[src/sv/iee_pkg.sv]
// Shared types and constants for the infix expression evaluator.
// Used by the front end, the token queue, the back end and the top level.
package iee_pkg;

  // Nesting limit and derived widths
  localparam int MAX_DEPTH = 16;
  localparam int DEPTH_W   = $clog2(MAX_DEPTH + 1);
  localparam int ADDR_W    = (MAX_DEPTH > 1) ? $clog2(MAX_DEPTH) : 1;

  // Token queue between front and back end
  localparam int FIFO_DEPTH = 4;
  localparam int FIFO_PTR_W = $clog2(FIFO_DEPTH);
  localparam int FIFO_CNT_W = $clog2(FIFO_DEPTH + 1);

  // Stream widths
  localparam int IN_DATA_W  = 8;
  localparam int OUT_DATA_W = 48;

  // Characters of the grammar
  localparam logic [7:0] CH_END   = 8'h00;
  localparam logic [7:0] CH_ZERO  = 8'h30;
  localparam logic [7:0] CH_NINE  = 8'h39;
  localparam logic [7:0] CH_OPEN  = 8'h28;
  localparam logic [7:0] CH_CLOSE = 8'h29;
  localparam logic [7:0] CH_STAR  = 8'h2A;
  localparam logic [7:0] CH_PLUS  = 8'h2B;

  // Result status codes
  localparam logic [1:0] ST_OK    = 2'd0;
  localparam logic [1:0] ST_TOKEN = 2'd1;
  localparam logic [1:0] ST_END   = 2'd2;
  localparam logic [1:0] ST_DEEP  = 2'd3;

  typedef enum logic [2:0] {
    TK_DIGIT,
    TK_OPEN,
    TK_CLOSE,
    TK_PLUS,
    TK_STAR,
    TK_END,
    TK_OTHER
  } tok_kind_e;

  typedef struct packed {
    tok_kind_e   kind;
    logic [7:0]  ch;
  } tok_t;

  typedef struct packed {
    logic [1:0]  status;
    logic [31:0] value;
    logic [7:0]  bad_char;
  } result_t;

endpackage

[src/sv/iee_front.sv]
// Front end: takes characters off the input stream and classifies them into tokens.
// Depends on iee_pkg; feeds the token queue.
module iee_front (
  input  logic                      s_axis_tvalid_i,
  output logic                      s_axis_tready_o,
  input  logic [7:0]                s_axis_tdata_i,   // [7:0] char_code
  input  logic                      fifo_full_i,
  output logic                      push_o,
  output iee_pkg::tok_t             push_tok_o
);
  import iee_pkg::*;

  tok_kind_e kind;

  always_comb begin
    if (s_axis_tdata_i == CH_END) begin
      kind = TK_END;
    end else if (s_axis_tdata_i >= CH_ZERO && s_axis_tdata_i <= CH_NINE) begin
      kind = TK_DIGIT;
    end else if (s_axis_tdata_i == CH_OPEN) begin
      kind = TK_OPEN;
    end else if (s_axis_tdata_i == CH_CLOSE) begin
      kind = TK_CLOSE;
    end else if (s_axis_tdata_i == CH_PLUS) begin
      kind = TK_PLUS;
    end else if (s_axis_tdata_i == CH_STAR) begin
      kind = TK_STAR;
    end else begin
      kind = TK_OTHER;
    end
  end

  assign s_axis_tready_o = !fifo_full_i;
  assign push_o          = s_axis_tvalid_i && !fifo_full_i;
  assign push_tok_o.kind = kind;
  assign push_tok_o.ch   = s_axis_tdata_i;

endmodule

[src/sv/iee_fifo.sv]
// Short token queue that decouples the classifier from the evaluator.
// Depends on iee_pkg for the token type and depth.
module iee_fifo (
  input  logic          clk_i,
  input  logic          rst_ni,
  input  logic          push_i,
  input  iee_pkg::tok_t push_tok_i,
  output logic          full_o,
  output logic          empty_o,
  input  logic          pop_i,
  output iee_pkg::tok_t pop_tok_o
);
  import iee_pkg::*;

  tok_t                  slot_q [FIFO_DEPTH];
  logic [FIFO_PTR_W-1:0] wr_ptr_q, wr_ptr_d;
  logic [FIFO_PTR_W-1:0] rd_ptr_q, rd_ptr_d;
  logic [FIFO_CNT_W-1:0] count_q, count_d;

  assign full_o    = (count_q == FIFO_CNT_W'(FIFO_DEPTH));
  assign empty_o   = (count_q == '0);
  assign pop_tok_o = slot_q[rd_ptr_q];

  always_comb begin
    wr_ptr_d = push_i ? wr_ptr_q + 1'b1 : wr_ptr_q;
    rd_ptr_d = pop_i ? rd_ptr_q + 1'b1 : rd_ptr_q;
    count_d  = count_q;
    if (push_i && !pop_i) begin
      count_d = count_q + 1'b1;
    end else if (pop_i && !push_i) begin
      count_d = count_q - 1'b1;
    end
  end

  always_ff @(posedge clk_i or negedge rst_ni) begin
    if (!rst_ni) begin
      wr_ptr_q <= '0;
      rd_ptr_q <= '0;
      count_q  <= '0;
    end else begin
      wr_ptr_q <= wr_ptr_d;
      rd_ptr_q <= rd_ptr_d;
      count_q  <= count_d;
    end
  end

  always_ff @(posedge clk_i) begin
    if (push_i) begin
      slot_q[wr_ptr_q] <= push_tok_i;
    end
  end

  property p_no_pop_empty;
    @(posedge clk_i) disable iff (!rst_ni) pop_i |-> !empty_o;
  endproperty
  a_no_pop_empty: assert property (p_no_pop_empty)
    else $error("pop from empty token queue");

  property p_no_push_full;
    @(posedge clk_i) disable iff (!rst_ni) push_i |-> !full_o;
  endproperty
  a_no_push_full: assert property (p_no_push_full)
    else $error("push into full token queue");

  property p_count_bound;
    @(posedge clk_i) disable iff (!rst_ni) count_q <= FIFO_CNT_W'(FIFO_DEPTH);
  endproperty
  a_count_bound: assert property (p_count_bound)
    else $error("token queue count beyond depth");

endmodule

[src/sv/iee_back.sv]
// Back end: evaluates tokens, keeps per-level sum and product and the saved-level stack,
// and holds the result in an output register. Depends on iee_pkg.
module iee_back (
  input  logic                   clk_i,
  input  logic                   rst_ni,
  input  logic                   tok_valid_i,
  input  iee_pkg::tok_t          tok_i,
  output logic                   pop_o,
  output logic                   res_valid_o,
  input  logic                   res_ready_i,
  output iee_pkg::result_t       res_o
);
  import iee_pkg::*;

  logic [31:0]        sum_q, sum_d;
  logic [31:0]        prod_q, prod_d;
  logic [DEPTH_W-1:0] depth_q, depth_d;
  logic               expect_op_q, expect_op_d;
  logic [1:0]         err_q, err_d;
  logic [7:0]         err_ch_q, err_ch_d;
  logic               close_pend_q, close_pend_d;
  logic [31:0]        inner_q;
  logic [63:0]        rd_q;
  logic [63:0]        stack_mem [MAX_DEPTH];
  logic               res_valid_q, res_valid_d;
  result_t            res_q, res_d;

  logic               out_free;
  logic               is_end;
  logic               stk_wr;
  logic               stk_rd;
  logic [ADDR_W-1:0]  wr_addr;
  logic [ADDR_W-1:0]  rd_addr;
  logic [DEPTH_W-1:0] depth_m1;
  logic [3:0]         digit;
  logic [31:0]        level_total;

  assign out_free    = !res_valid_q || res_ready_i;
  assign is_end      = (tok_i.kind == TK_END);
  assign pop_o       = tok_valid_i && !close_pend_q && (!is_end || out_free);
  assign depth_m1    = depth_q - 1'b1;
  assign wr_addr     = depth_q[ADDR_W-1:0];
  assign rd_addr     = depth_m1[ADDR_W-1:0];
  assign digit       = 4'(tok_i.ch - CH_ZERO);
  assign level_total = sum_q + prod_q;

  always_comb begin
    sum_d        = sum_q;
    prod_d       = prod_q;
    depth_d      = depth_q;
    expect_op_d  = expect_op_q;
    err_d        = err_q;
    err_ch_d     = err_ch_q;
    close_pend_d = 1'b0;
    res_valid_d  = res_valid_q && !res_ready_i;
    res_d        = res_q;
    stk_wr       = 1'b0;
    stk_rd       = 1'b0;

    if (close_pend_q) begin
      // second half of a close: restore outer level, scale by inner value
      sum_d  = rd_q[63:32];
      prod_d = rd_q[31:0] * inner_q;
    end else if (pop_o) begin
      if (is_end) begin
        res_valid_d = 1'b1;
        res_d.value    = '0;
        res_d.bad_char = '0;
        if (err_q != ST_OK) begin
          res_d.status = err_q;
          if (err_q == ST_TOKEN) begin
            res_d.bad_char = err_ch_q;
          end
        end else if (!expect_op_q || depth_q != '0) begin
          res_d.status = ST_END;
        end else begin
          res_d.status = ST_OK;
          res_d.value  = level_total;
        end
        sum_d       = '0;
        prod_d      = 32'd1;
        depth_d     = '0;
        expect_op_d = 1'b0;
        err_d       = ST_OK;
        err_ch_d    = '0;
      end else if (err_q == ST_OK) begin
        if (!expect_op_q) begin
          case (tok_i.kind)
            TK_DIGIT: begin
              prod_d      = prod_q * {28'd0, digit};
              expect_op_d = 1'b1;
            end
            TK_OPEN: begin
              if (depth_q >= DEPTH_W'(MAX_DEPTH)) begin
                err_d = ST_DEEP;
              end else begin
                stk_wr  = 1'b1;
                depth_d = depth_q + 1'b1;
                sum_d   = '0;
                prod_d  = 32'd1;
              end
            end
            default: begin
              err_d    = ST_TOKEN;
              err_ch_d = tok_i.ch;
            end
          endcase
        end else begin
          case (tok_i.kind)
            TK_STAR: begin
              expect_op_d = 1'b0;
            end
            TK_PLUS: begin
              sum_d       = level_total;
              prod_d      = 32'd1;
              expect_op_d = 1'b0;
            end
            TK_CLOSE: begin
              if (depth_q != '0) begin
                stk_rd       = 1'b1;
                depth_d      = depth_m1;
                close_pend_d = 1'b1;
              end else begin
                err_d    = ST_TOKEN;
                err_ch_d = tok_i.ch;
              end
            end
            default: begin
              err_d    = ST_TOKEN;
              err_ch_d = tok_i.ch;
            end
          endcase
        end
      end
    end
  end

  always_ff @(posedge clk_i or negedge rst_ni) begin
    if (!rst_ni) begin
      sum_q        <= '0;
      prod_q       <= 32'd1;
      depth_q      <= '0;
      expect_op_q  <= 1'b0;
      err_q        <= ST_OK;
      err_ch_q     <= '0;
      close_pend_q <= 1'b0;
      res_valid_q  <= 1'b0;
    end else begin
      sum_q        <= sum_d;
      prod_q       <= prod_d;
      depth_q      <= depth_d;
      expect_op_q  <= expect_op_d;
      err_q        <= err_d;
      err_ch_q     <= err_ch_d;
      close_pend_q <= close_pend_d;
      res_valid_q  <= res_valid_d;
    end
  end

  always_ff @(posedge clk_i) begin
    res_q <= res_d;
    if (stk_wr) begin
      stack_mem[wr_addr] <= {sum_q, prod_q};
    end
    if (stk_rd) begin
      rd_q    <= stack_mem[rd_addr];
      inner_q <= level_total;
    end
  end

  assign res_valid_o = res_valid_q;
  assign res_o       = res_q;

  property p_close_holds_queue;
    @(posedge clk_i) disable iff (!rst_ni) close_pend_q |-> !pop_o;
  endproperty
  a_close_holds_queue: assert property (p_close_holds_queue)
    else $error("token consumed during second half of a close");

  property p_close_starts;
    @(posedge clk_i) disable iff (!rst_ni)
      (pop_o && tok_i.kind == TK_CLOSE && err_q == ST_OK && expect_op_q && depth_q != '0)
      |=> close_pend_q && depth_q == $past(depth_q) - 1'b1;
  endproperty
  a_close_starts: assert property (p_close_starts)
    else $error("close did not pop one level");

  property p_depth_bound;
    @(posedge clk_i) disable iff (!rst_ni) depth_q <= DEPTH_W'(MAX_DEPTH);
  endproperty
  a_depth_bound: assert property (p_depth_bound)
    else $error("nesting depth beyond stack size");

  property p_err_value_zero;
    @(posedge clk_i) disable iff (!rst_ni)
      (res_valid_q && res_q.status != ST_OK) |-> res_q.value == '0;
  endproperty
  a_err_value_zero: assert property (p_err_value_zero)
    else $error("nonzero value reported with an error status");

  property p_bad_char_only_token;
    @(posedge clk_i) disable iff (!rst_ni)
      (res_valid_q && res_q.status != ST_TOKEN) |-> res_q.bad_char == '0;
  endproperty
  a_bad_char_only_token: assert property (p_bad_char_only_token)
    else $error("bad_char set without unexpected-token status");

endmodule

[src/sv/infix_expression_evaluator.sv]
// Top level of the streaming infix expression evaluator.
// Instantiates iee_front, iee_fifo and iee_back; depends on iee_pkg.
//
// Usage:
//   The slave stream carries one ASCII character per beat; a zero byte ends an
//   expression. Digits, '+', '*' and parentheses are accepted, '*' binding
//   tighter than '+'. For each end marker the master stream delivers exactly
//   one result beat: status, 32-bit wrapped value and offending character.
//   Other characters produce no result beat.
// Throughput: one character per cycle while the token queue has room; a
//   closing parenthesis holds the evaluator through an inner add, then a 32x32
//   multiply with the restored outer product, taking no token meanwhile; the
//   4-entry token queue absorbs short runs; long runs of ')' stall the slave side.
// Result path: an accepted end marker passes through the token queue and the
//   result register before it is presented on the master stream, and waits
//   longer while earlier characters are still queued.
// Reset: clears the queue, the level sum (0), product (1), depth and error
//   state; the saved-level stack needs no clearing.
// Stall: while a result waits on the master side, characters keep being taken
//   and evaluated; only the next end marker waits, and the slave side stalls
//   once the token queue is full.
module infix_expression_evaluator (
  input  logic        clk_i,
  input  logic        rst_ni,
  input  logic        s_axis_tvalid_i,
  output logic        s_axis_tready_o,
  input  logic [7:0]  s_axis_tdata_i,   // [7:0] char_code
  output logic        m_axis_tvalid_o,
  input  logic        m_axis_tready_i,
  output logic [47:0] m_axis_tdata_o    // [1:0] status, [33:2] value, [41:34] bad_char
);
  import iee_pkg::*;

  logic    fifo_full;
  logic    fifo_empty;
  logic    push;
  logic    pop;
  tok_t    push_tok;
  tok_t    pop_tok;
  result_t res;

  iee_front u_front (
    .s_axis_tvalid_i (s_axis_tvalid_i),
    .s_axis_tready_o (s_axis_tready_o),
    .s_axis_tdata_i  (s_axis_tdata_i),
    .fifo_full_i     (fifo_full),
    .push_o          (push),
    .push_tok_o      (push_tok)
  );

  iee_fifo u_fifo (
    .clk_i      (clk_i),
    .rst_ni     (rst_ni),
    .push_i     (push),
    .push_tok_i (push_tok),
    .full_o     (fifo_full),
    .empty_o    (fifo_empty),
    .pop_i      (pop),
    .pop_tok_o  (pop_tok)
  );

  iee_back u_back (
    .clk_i       (clk_i),
    .rst_ni      (rst_ni),
    .tok_valid_i (!fifo_empty),
    .tok_i       (pop_tok),
    .pop_o       (pop),
    .res_valid_o (m_axis_tvalid_o),
    .res_ready_i (m_axis_tready_i),
    .res_o       (res)
  );

  assign m_axis_tdata_o = {6'd0, res.bad_char, res.value, res.status};

endmodule

[config.mk]
export PLATFORM = sky130hd
export DESIGN_NAME = infix_expression_evaluator
export DESIGN_NICKNAME = d
export VERILOG_FILES = /design/src/sv/iee_pkg.sv /design/src/sv/iee_front.sv /design/src/sv/iee_fifo.sv /design/src/sv/iee_back.sv /design/src/sv/infix_expression_evaluator.sv
export SDC_FILE = /design/constraint.sdc
export NUM_CORES = 2
export LEC_CHECK = 0
export BUFFER_PORTS_ARGS = -buffer_cell sky130_fd_sc_hd__buf_2
export CAP_MARGIN = 20
export CORE_ASPECT_RATIO = 1.5
export CORE_UTILIZATION = 39
export DETAILED_ROUTE_END_ITERATION = 16
export PLACE_DENSITY = 0.56
export SKIP_CTS_REPAIR_TIMING = 1
export SYNTH_ARGS = -nofsm -noshare
export SYNTH_HDL_FRONTEND = slang
export SYNTH_HIERARCHICAL = 1
export SYNTH_SLANG_ARGS = --single-unit
export TNS_END_PERCENT = 5
[constraint.sdc]
create_clock -name clk_i -period 9.7 [get_ports clk_i]
set_input_delay 0.485 -clock clk_i [delete_from_list [all_inputs] [get_ports clk_i]]
set_output_delay 0.485 -clock clk_i [all_outputs]
set_load 0.05 [all_outputs]
==> run metrics <==
clock buffers created by TritonCTS=between 100 and 150; library cell appearing most often on the critical path=sky130_fd_sc_hd__fa_1; Worst path depth=25; H-tree levels=3; Worst Slack Setup Final=~1.7 ns; Fmax=between 100 and 150 MHz; Mapped Area=0.0692 mm²; global-route wire length before repair=282000 µm; Worst Max-Slew Pin Slew=approximately 1.2 ns; post-place instance area=0.0724 mm²; CP top delay family=adder cells; Die X=about 350 µm; post-CTS clock slew at the launch and capture registers of the worst setup and hold paths=roughly 0.08 ns; data required time of the worst path=just over 10 ns; fin. max-slew vios=0; CTS max path bufs=3; top-level port count=62; EDFF count, synth=between 1000 and 1500; area added between synthesis and finish=10.3%; total global routing overflow=0; library cells used by synthesis=80; die outline area=between 0.15 and 0.2 mm²; Relative slew margins=0.223; number of max-cap violations=0; First-pass DRT Iterations=11; Filler Cells Inserted=approximately 16000; share of synthesized area occupied by flip-flops and latches=0.556; fraction of layout cells with a size suffix above 1=0.151; number of cells on the worst reg-to-reg path=25; hpwl dp=~120000 µm; failing checks=DRC; die boundary height=~520 µm; global router's overall resource usage=0.216; Via Count=roughly 38000; Placeable Area=0.176 mm²; final hold violations=0; final worst path period share=0.827; post-placement setup slack=approximately 1.6 ns; pin count of the biggest net entering global routing=between 100 and 150; crit path kind=flip-flop to flip-flop; antenna-violating nets left=0; share of flip-flops with an asynchronous set or reset=0.0687; Buffers on Ports=55; Final Skew=0.0595 ns; total detailed-routing wirelength=about 190000 µm; Skew-Pair Late Insertion Delay=~0.75 ns; number of instances in the synthesized netlist=4523; Avg Synthesized Cell Area=~15 µm²; final number of setup-violating endpoints=0; top fanout value on the critical path=30; number of stages on the worst hold path=1; Slowest Stage Delay on Critical Path=about 0.83 ns; drt first-iter violations=roughly 2800; slowest stage cell, crit path=sky130_fd_sc_hd__edfxtp_1; crit end category=flip-flop; antenna violations before repair=3; minimum period implied by the final worst setup slack=8.02 ns; number of remaining DRC errors=2; buffers plus inverters on the worst setup path=4; Routed wire per std cell=27.4 µm; root cell of the clock tree=sky130_fd_sc_hd__clkbuf_16; net count reported at finish=roughly 5200; Non-Filler Cell Area, Final=around 0.076 mm²; total clock sinks=between 1000 and 1500; weighted congestion at the end of routability-driven global placement=about 0.90; number of synthesized register bits=about 1300; number of global-route vias before repair=between 40000 and 50000; synth warn=6; RSZ-0062 raised after global routing=no; class of the tightest hold or removal check=primary input to flip-flop; TNS Setup=0 ns; kind of start point of the critical path=flip-flop; row count=roughly 190; critical path data arrival time=approximately 8.7 ns; run status=finished, violations left; initial standard-cell utilization of the core=0.392; clock tree from TritonCTS=done; routed vias/inst=roughly 5.5; top_reg_cell synth=sky130_fd_sc_hd__edfxtp_1
==> through the flow <==
| stage | hold slack [ns] | instances | utilization |
|---|---|---|---|
| final | 0.0296 | 6963 | 0.433 |
| after global routing | 0.00976 | 6962 | 0.433 |
| after CTS | -0.228 | 6960 | 0.432 |
| after detailed placement | 0.463 | 6748 | 0.410 |
| after global placement | 0.460 | 6744 | 0.410 |
| after floorplan | 0.189 | 4528 | - |
==> worst register-to-register path, cell delays in order (launching register included) <==
cell,delay [ns]
sky130_fd_sc_hd__edfxtp_1,0.83
sky130_fd_sc_hd__and2_1,0.40
sky130_fd_sc_hd__fa_1,0.54
sky130_fd_sc_hd__inv_1,0.05
sky130_fd_sc_hd__fa_1,0.50
sky130_fd_sc_hd__fa_1,0.45
sky130_fd_sc_hd__fa_1,0.55
sky130_fd_sc_hd__inv_1,0.05
sky130_fd_sc_hd__fa_1,0.51
sky130_fd_sc_hd__inv_1,0.06
sky130_fd_sc_hd__fa_1,0.54
sky130_fd_sc_hd__inv_1,0.05
sky130_fd_sc_hd__fa_1,0.50
sky130_fd_sc_hd__fa_1,0.44
sky130_fd_sc_hd__ha_1,0.36
sky130_fd_sc_hd__and4_4,0.22
sky130_fd_sc_hd__and2_4,0.15
sky130_fd_sc_hd__a221o_1,0.34
sky130_fd_sc_hd__o21ai_2,0.22
sky130_fd_sc_hd__o31ai_2,0.11
sky130_fd_sc_hd__a21o_1,0.18
sky130_fd_sc_hd__a21o_1,0.19
sky130_fd_sc_hd__a21o_1,0.19
sky130_fd_sc_hd__a21oi_2,0.15
sky130_fd_sc_hd__xnor2_1,0.08
sky130_fd_sc_hd__a221o_1,0.29
==> synthesized netlist by cell type (88+ instances only) <==
cell type,instances,area share
sky130_fd_sc_hd__inv_1,487,0.026
sky130_fd_sc_hd__edfxtp_1,1206,0.52
sky130_fd_sc_hd__nor2_1,130,0.0071
sky130_fd_sc_hd__mux4_2,328,0.11
sky130_fd_sc_hd__o21ai_0,92,0.0067
sky130_fd_sc_hd__ha_1,195,0.035
sky130_fd_sc_hd__fa_1,467,0.14
sky130_fd_sc_hd__xnor2_1,102,0.013
sky130_fd_sc_hd__clkbuf_1,181,0.0098
sky130_fd_sc_hd__and2_1,357,0.032
sky130_fd_sc_hd__dfrtp_1,88,0.032
sky130_fd_sc_hd__nand2_1,399,0.022
==> path summary, 6_finish.rpt <==
path / from / to / slack [ns]
worst max register to register: u_back/inner_q[2] / u_back/prod_q[31] / 1.68
worst max-delay path: u_back/inner_q[2] / u_back/prod_q[31] / 1.68
max in group asynchronous: rst_ni / u_back/prod_q[2] / 7.89
worst min register to register: u_back/err_ch_q[6] / u_back/err_ch_q[6] / 0.47
min in group asynchronous: rst_ni / u_back/err_ch_q[6] / 0.34
worst min-delay path: s_axis_tdata_i[4] / u_fifo/slot_q[3][4] / 0.03
==> logic make-up (layout without fill, tap and decap cells) <==
family / count (synthesis) / count (layout) / share of synthesized area
other cells: 1 / 8 / 0.0000542
flops: 1295 / 1295 / 0.556
buf+inv: 710 / 851 / 0.0394
compound gates: 364 / 364 / 0.0352
xor+xnor: 153 / 153 / 0.0194
fa+ha+maj: 662 / 662 / 0.170
mux: 336 / 336 / 0.109
simple gates: 1002 / 1002 / 0.0713
==> metal layers <==
| metal | part of all wire | wire [µm] | up-vias | global-route usage |
|---|---|---|---|---|
| met3 | 0.040 | 7610 | 322 | 0.0223 |
| met1 | 0.37 | 71100 | 20600 | 0.254 |
| met4 | 0.053 | 10100 | 0 | 0.104 |
| li1 | - | - | 16200 | - |
| met5 | 0 | 0 | - | 0 |
| met2 | 0.53 | 102000 | 1023 | 0.392 |
==> registers in the layout (all words and copies together) (netlist names), 2 cells and up <==
name / count
u_back/sum_q: 32
u_back/inner_q: 32
u_back/stack_mem: 1024
u_back/rd_q: 64
u_back/err_ch_q: 8
u_fifo/slot_q: 44
u_fifo/rd_ptr_q: 2
u_back/res_o: 42
u_fifo/count_q: 3
u_fifo/wr_ptr_q: 2
u_back/err_q: 2
u_back/prod_q: 32
u_back/depth_q: 5
==> final cells by class <==
class	instances	area (µm²)	share of cell area
inverters	487	1830	0.0240
repair buffers	152	1060	0.0140
flip-flops and latches	1295	38500	0.504
clock buffers	148	3060	0.0401
well taps	2292	2870	0.0376
multi-input cells	2523	28200	0.370
diodes	2	5.00	0.0000656
clock inverters	64	820	0.0107
==> layout by cell type (no fill, tap or decap), types with 38 or more instances in the layout <==
master                      netlist  routed
sky130_fd_sc_hd__fa_1           467     467
sky130_fd_sc_hd__nor2_1         130     116
sky130_fd_sc_hd__xnor2_1        102     100
sky130_fd_sc_hd__a21o_1          38      38
sky130_fd_sc_hd__ha_1           195     194
sky130_fd_sc_hd__mux4_2         328     328
sky130_fd_sc_hd__a22oi_1         41      41
sky130_fd_sc_hd__nand2_1        399     399
sky130_fd_sc_hd__and2_1         357     357
sky130_fd_sc_hd__a21oi_1         76      75
sky130_fd_sc_hd__dfrtp_1         88      86
sky130_fd_sc_hd__xor2_1          51      50
sky130_fd_sc_hd__buf_4           14      91
sky130_fd_sc_hd__o21ai_0         92      92
sky130_fd_sc_hd__buf_2            2      54
sky130_fd_sc_hd__inv_1          487     487
sky130_fd_sc_hd__clkbuf_16        0     115
sky130_fd_sc_hd__edfxtp_1      1206    1206
Power is not shown: default switching activity piles up to over one toggle a cycle in this logic, so the estimate is an artifact.
